$ cat config.mk
export PLATFORM = sky130hd
export DESIGN_NAME = ptme_ctrl
export DESIGN_NICKNAME = d
export VERILOG_FILES = /design/src/ptme_pkg.sv /design/src/ptme_ctrl.sv
export SDC_FILE = /design/constraint.sdc
export NUM_CORES = 1
export LEC_CHECK = 0
export BUFFER_PORTS_ARGS = -buffer_cell sky130_fd_sc_hd__buf_2
export CORE_ASPECT_RATIO = 1.5
export CORE_MARGIN = 2
export CORE_UTILIZATION = 35
export CTS_CLUSTER_SIZE = 10
export DETAILED_ROUTE_END_ITERATION = 6
export PLACE_DENSITY_LB_ADDON = 0.25
export SYNTH_ARGS = -nofsm -noshare
export SYNTH_HDL_FRONTEND = slang
export SYNTH_SLANG_ARGS = --single-unit
export TNS_END_PERCENT = 10
$ cat constraint.sdc
create_clock -name aclk -period 2.4 [get_ports aclk]
set_input_delay 0.24 -clock aclk [delete_from_list [all_inputs] [get_ports aclk]]
set_output_delay 0.24 -clock aclk [all_outputs]
set_load 0.02 [all_outputs]
$ cat src/ptme_pkg.sv
// shared types and constants of the page table map engine
// used by the controller, the datapath and the top level
package ptme_pkg;

    localparam int FRAME_COUNT = 64;
    localparam int FW          = $clog2(FRAME_COUNT);
    localparam int NFW         = FW + 1;
    localparam int MAW         = FW + 10;

    localparam logic [2:0] CMD_MAP    = 3'd0;
    localparam logic [2:0] CMD_FORGET = 3'd1;
    localparam logic [2:0] CMD_SHARE  = 3'd2;
    localparam logic [2:0] CMD_FAULT  = 3'd3;
    localparam logic [2:0] CMD_READ   = 3'd4;

    localparam logic [19:0] BASE_RESET = 20'd256;

    typedef enum logic [4:0] {
        OP_NONE,
        OP_CLEAR,
        OP_LOAD,
        OP_RD_DIR_VA,
        OP_RD_DIR_TO,
        OP_CHECK,
        OP_W_DIR,
        OP_W_PDE,
        OP_RD_ENT,
        OP_WR_MAP,
        OP_FORGET,
        OP_WR_ZERO,
        OP_CAP_SRC,
        OP_WR_SHARE,
        OP_ALLOC_DATA,
        OP_FILL,
        OP_WR_FAULT,
        OP_OUT
    } op_t;

    typedef struct packed {
        op_t  op;
        logic wsel;   // 0 walks vaddr, 1 walks target_vaddr
    } ctrl_t;

    typedef struct packed {
        logic [2:0] cmd;
        logic       oof;
        logic       high;
        logic       fill_last;
        logic       clear_last;
        logic       out_busy;
    } stat_t;

endpackage

$ cat src/ptme_ctrl.sv
// controller of the page table map engine: sequences clear, check, walks and writes
// uses ptme_pkg, drives ptme_dp
module ptme_ctrl (
    input  logic             aclk,
    input  logic             aresetn,
    input  logic             s_valid,
    output logic             s_ready,
    input  ptme_pkg::stat_t  stat,
    output ptme_pkg::ctrl_t  ctrl
);
    import ptme_pkg::*;

    typedef enum logic [4:0] {
        S_CLEAR, S_IDLE, S_RDA, S_RDB, S_CHK, S_DISP, S_WDIR, S_WPDE,
        S_MAPWR, S_FRD, S_FWR, S_SZERO, S_SRD, S_SCAP, S_SWR,
        S_FALLOC, S_FILL, S_FAULTWR, S_OUT
    } state_t;

    state_t state_reg, state_next, ret_reg, ret_next;
    logic   wsel_reg, wsel_next;
    op_t    op;

    // next state and command
    always_comb begin
        state_next = state_reg;
        ret_next   = ret_reg;
        wsel_next  = wsel_reg;
        op         = OP_NONE;
        unique case (state_reg)
            S_CLEAR: begin
                op = OP_CLEAR;
                if (stat.clear_last) begin
                    state_next = S_IDLE;
                end
            end
            S_IDLE: begin
                if (s_valid) begin
                    op         = OP_LOAD;
                    state_next = S_RDA;
                end
            end
            S_RDA: begin
                op         = OP_RD_DIR_VA;
                state_next = S_RDB;
            end
            S_RDB: begin
                op         = OP_RD_DIR_TO;
                state_next = S_CHK;
            end
            S_CHK: begin
                op         = OP_CHECK;
                state_next = S_DISP;
            end
            S_DISP: begin
                if (stat.oof) begin
                    state_next = S_OUT;
                end else begin
                    case (stat.cmd)
                        CMD_MAP: begin
                            wsel_next  = 1'b0;
                            ret_next   = S_MAPWR;
                            state_next = S_WDIR;
                        end
                        CMD_FORGET: begin
                            wsel_next  = 1'b0;
                            ret_next   = S_FRD;
                            state_next = S_WDIR;
                        end
                        CMD_SHARE: begin
                            wsel_next  = 1'b1;
                            ret_next   = S_SZERO;
                            state_next = S_WDIR;
                        end
                        CMD_FAULT: state_next = S_FALLOC;
                        default:   state_next = S_OUT;
                    endcase
                end
            end
            S_WDIR: begin
                op         = OP_W_DIR;
                state_next = S_WPDE;
            end
            S_WPDE: begin
                op         = OP_W_PDE;
                state_next = ret_reg;
            end
            S_MAPWR: begin
                op         = OP_WR_MAP;
                state_next = S_OUT;
            end
            S_FRD: begin
                op         = OP_RD_ENT;
                state_next = S_FWR;
            end
            S_FWR: begin
                op         = OP_FORGET;
                state_next = S_OUT;
            end
            S_SZERO: begin
                op         = OP_WR_ZERO;
                wsel_next  = 1'b0;
                ret_next   = S_SRD;
                state_next = S_WDIR;
            end
            S_SRD: begin
                op         = OP_RD_ENT;
                state_next = S_SCAP;
            end
            S_SCAP: begin
                op         = OP_CAP_SRC;
                wsel_next  = 1'b1;
                ret_next   = S_SWR;
                state_next = S_WDIR;
            end
            S_SWR: begin
                op         = OP_WR_SHARE;
                state_next = S_OUT;
            end
            S_FALLOC: begin
                op = OP_ALLOC_DATA;
                if (stat.high) begin
                    state_next = S_FILL;
                end else begin
                    wsel_next  = 1'b0;
                    ret_next   = S_FAULTWR;
                    state_next = S_WDIR;
                end
            end
            S_FILL: begin
                op = OP_FILL;
                if (stat.fill_last) begin
                    wsel_next  = 1'b0;
                    ret_next   = S_FAULTWR;
                    state_next = S_WDIR;
                end
            end
            S_FAULTWR: begin
                op         = OP_WR_FAULT;
                state_next = S_OUT;
            end
            S_OUT: begin
                if (!stat.out_busy) begin
                    op         = OP_OUT;
                    state_next = S_IDLE;
                end
            end
            default: state_next = S_IDLE;
        endcase
    end

    // state and walk return registers
    always_ff @(posedge aclk) begin
        if (!aresetn) begin
            state_reg <= S_CLEAR;
            ret_reg   <= S_OUT;
            wsel_reg  <= 1'b0;
        end else begin
            state_reg <= state_next;
            ret_reg   <= ret_next;
            wsel_reg  <= wsel_next;
        end
    end

    assign s_ready   = (state_reg == S_IDLE);
    assign ctrl.op   = op;
    assign ctrl.wsel = wsel_reg;

endmodule

==> flow_metrics.env <==
export IMPL_outcome="finished clean"
export IMPL_power_leakage_uw=0.0005209
export IMPL_final_hold_vios=0
export IMPL_drt_vias_per_instance=5.820
export IMPL_clock_tree_from_tritoncts="done"
export IMPL_dr_first_iter_drc_count=59
export IMPL_post_synth_num_cell_types=52
export IMPL_dr_total_vias=1164
export IMPL_layout_fillers=337
export IMPL_drive_above_1_share_pct=26.09
export IMPL_synth_cells=146
export IMPL_finalSetupViolCount=0
export IMPL_ctsRootBufferMaster="sky130_fd_sc_hd__clkbuf_8"
export IMPL_clock_latency_ns=0.24
export IMPL_gpl_final_weighted_congestion=0.9134
export IMPL_fmaxAchievable_mhz=452.6
export IMPL_number_of_instances_resized_during_post_cts_repair=0
export IMPL_vdd_ir_drop_worst_v=0.0003699
export IMPL_yosysWarnings=0
export IMPL_timing_reg2reg_setup_slack_ns=0.36
export IMPL_layout_common_cells="sky130_fd_sc_hd__buf_2, sky130_fd_sc_hd__a21oi_1, sky130_fd_sc_hd__nand2_1"
export IMPL_max_cap_violations=0
export IMPL_tns_ns=0
export IMPL_hold_end="state_reg[2]$_SDFFE_PN0P_"
export IMPL_synthXorXnorAreaFrac_pct=1.604
export IMPL_power_density_mw_per_mm2=385.6
export IMPL_wl_per_cell_um=15.39
export IMPL_rsz_0062_raised_after_global_routing="no"
export IMPL_whs_path_depth=2
export IMPL_final_area_sq_mm=0.001250
export IMPL_ys_dominant_reg_cell="sky130_fd_sc_hd__dfxtp_1"
export IMPL_floorplan_io_pins=18
export IMPL_worstPathCellList="buf_4 -> or3b_2 -> a21oi_1 -> a41oi_1 -> o22ai_1 -> buf_2"
export IMPL_gr_usage_all_layers_pct=18.69
export IMPL_cts_sink_count=11
export IMPL_muxShareOfSynthArea_pct=5.269
export IMPL_grt_pass1_wl_mm=5.375
export IMPL_timing_critical_path_arrival_ns=1.97
export IMPL_cts_stage_hold_buffer_count=0
export IMPL_utilization_of_the_core_after_routing_pct=42.47
export IMPL_r2r_end="ret_reg[0]$_SDFFE_PN0P_"
export IMPL_final_net_count=173
export IMPL_worst_clock_skew_ns=0.003508
export IMPL_cp_max_fo=16
export IMPL_routed_wl_mm=3.078
export IMPL_die_area_sq_mm=0.003593
export IMPL_drc=0
export IMPL_area_growth_pct=14.43
export IMPL_endpoint_kind="output port"
export IMPL_synthesis_area_per_instance_sq_um=7.481
export IMPL_die_height_um=72.42
export IMPL_share_of_flip_flops_with_an_asynchronous_set_or_reset_after_synthesis_pct=0
export IMPL_path_delay_family="flip-flops"
export IMPL_worst_r2r_cell_count=5
export IMPL_placed_area_sq_mm=0.001205
export IMPL_slew_violations=0
export IMPL_path_class="flip-flop to output port"
export IMPL_chipWidth_um=49.62
export IMPL_post_synth_and_or_nand_nor_area_fraction_pct=29.90
export IMPL_critical_path_max_stage_delay_ns=0.47
export IMPL_seqCellArea_sq_um=220.2
export IMPL_grt_start_max_net_pins=24
export IMPL_numPlacedInstances=196
export IMPL_worstHoldPathType="input pin to flip-flop"
export IMPL_cts_max_path_buffers=2
export IMPL_synth_top_family_by_area="compound AO/OA/AOI/OAI gates"
export IMPL_num_antenna_cells=0
export IMPL_worst_r2r_startpoint="state_reg[3]$_SDFFE_PN0P_"
export IMPL_multiInputGateArea_sq_um=760.7
export IMPL_floorplan_rows=24
export IMPL_cts_clk_slew_worst_paths_ns=0.05
export IMPL_cts_inserted_buffers=3
export IMPL_share_of_the_yosys_chip_area_belonging_to_registers_pct=20.16
export IMPL_detailed_place_hpwl_mm=2.372
export IMPL_critical_path_buf_inv_count=2
export IMPL_floorplan_core_area_sq_mm=0.002943
export IMPL_drt_pass1_iterations=4
export IMPL_cts_setup_buffers=0
export IMPL_first_global_vias=1141
export IMPL_layoutNonFillerInstCount=200
export IMPL_synth_enable_flop_cells=0
export IMPL_globalRoute_totalOverflow=0
export IMPL_postSynthNetCount=157
export IMPL_placement_io_buffers=17
export IMPL_critical_path_required_ns=2.16
export IMPL_synth_compound_area_share_pct=32.88
export IMPL_synth_seq_cells=11
export IMPL_cpMaxStageDelayCell="sky130_fd_sc_hd__dfxtp_1"
export IMPL_worst_slew_pin_slew_ns=0.5444
export IMPL_synth_fa_ha_area_share_pct=0
export IMPL_period_share_pct=92.06
export IMPL_setup_worst_path_start_class="flip-flop"
export IMPL_slew_limit_headroom_pct=63.66
export IMPL_start_util_pct=37.12
export IMPL_min_from="aresetn"
export IMPL_post_route_min_period_ns=2.209
export IMPL_htreeDepth=1
export IMPL_layout_commonest_cell="sky130_fd_sc_hd__buf_2"
export IMPL_total_standard_cell_area_after_synthesis_sq_mm=0.001092
export IMPL_antenna_found_initial=0
export IMPL_final_antenna_net_count=0
how the worst max path moves through the flow:
stage,start,to,slack [ns],depth (start not counted)
2_1_floorplan,state_reg[3]$_SDFFE_PN0P_,ctrl[3],0.58,6
3_3_place_gp,state_reg[3]$_SDFFE_PN0P_,ret_reg[0]$_SDFFE_PN0P_,0.41,5
3_5_place_dp,state_reg[3]$_SDFFE_PN0P_,ret_reg[0]$_SDFFE_PN0P_,0.42,5
4_1_cts,state_reg[3]$_SDFFE_PN0P_,ctrl[2],0.23,6
5_1_grt,state_reg[3]$_SDFFE_PN0P_,ctrl[2],0.11,6
6_report,state_reg[3]$_SDFFE_PN0P_,ctrl[2],0.19,6
logic make-up (layout without fill, tap and decap cells):
| group | after synthesis | count (layout) |
|---|---|---|
| AOI/OAI and AO/OA | 50 | 50 |
| and+or+nand+nor | 57 | 57 |
| muxes | 5 | 5 |
| DFF | 11 | 11 |
| buffers and inverters | 21 | 36 |
| xor gates and xnor gates | 2 | 2 |
area by class of cell:
cell class              count  area share (%)
clock buffers               4           3.604
repair buffers             26           12.21
flip-flops and latches     11           17.62
well taps                  39           3.904
multi-input cells         114           60.86
inverters                   6           1.802
routing by layer:
metal | share of wire (%) | GRT usage (%)
met5 | 0 | 0
met2 | 50 | 33.19
met1 | 42 | 22.85
met4 | 3.0 | 7.716
met3 | 4.9 | 1.646
Yosys cell counts (2+ instances only):
master	n	area share (%)
sky130_fd_sc_hd__nor2_1	8	2.7
sky130_fd_sc_hd__a21oi_1	15	6.9
sky130_fd_sc_hd__nand2_1	13	4.5
sky130_fd_sc_hd__dfxtp_1	11	20
sky130_fd_sc_hd__buf_2	5	2.3
sky130_fd_sc_hd__o22ai_1	3	1.7
sky130_fd_sc_hd__a22oi_1	2	1.4
sky130_fd_sc_hd__a31oi_1	2	1.1
sky130_fd_sc_hd__or2_2	3	1.7
sky130_fd_sc_hd__inv_1	6	2.1
sky130_fd_sc_hd__nand3_1	5	2.3
sky130_fd_sc_hd__nand2b_1	8	4.6
sky130_fd_sc_hd__mux2_2	2	2.1
sky130_fd_sc_hd__o31ai_1	3	2.1
sky130_fd_sc_hd__buf_6	3	3.1
sky130_fd_sc_hd__nand3b_1	3	2.1
sky130_fd_sc_hd__nor3_1	4	1.8
sky130_fd_sc_hd__or3_1	2	1.1
sky130_fd_sc_hd__mux2i_1	2	1.8
sky130_fd_sc_hd__o21ai_0	4	1.8
sky130_fd_sc_hd__a311o_1	2	1.8
sky130_fd_sc_hd__a31o_2	2	1.6
sky130_fd_sc_hd__a21o_1	4	2.7
sky130_fd_sc_hd__nor2b_1	2	1.1
sky130_fd_sc_hd__clkbuf_1	5	1.7
report_power, final:
part           leakage (uW)  switching (uW)  internal [uW]
Sequential        0.0000889            2.36            185
Combinational      0.000409            65.9           41.0
Clock             0.0000228            70.7            117
per-stage QoR:
stage	power, uW	hold slack (ns)	setup slack [ns]
3_3_place_gp	295.4	0.4491	0.4078
4_1_cts	483.9	0.3429	0.2277
5_1_grt	510.5	0.3478	0.1107
6_report	481.9	0.3452	0.1905
2_1_floorplan	258.8	0.4253	0.5753
3_5_place_dp	296.1	0.4501	0.4237
Note: power is estimated with default switching activity, not from simulation.
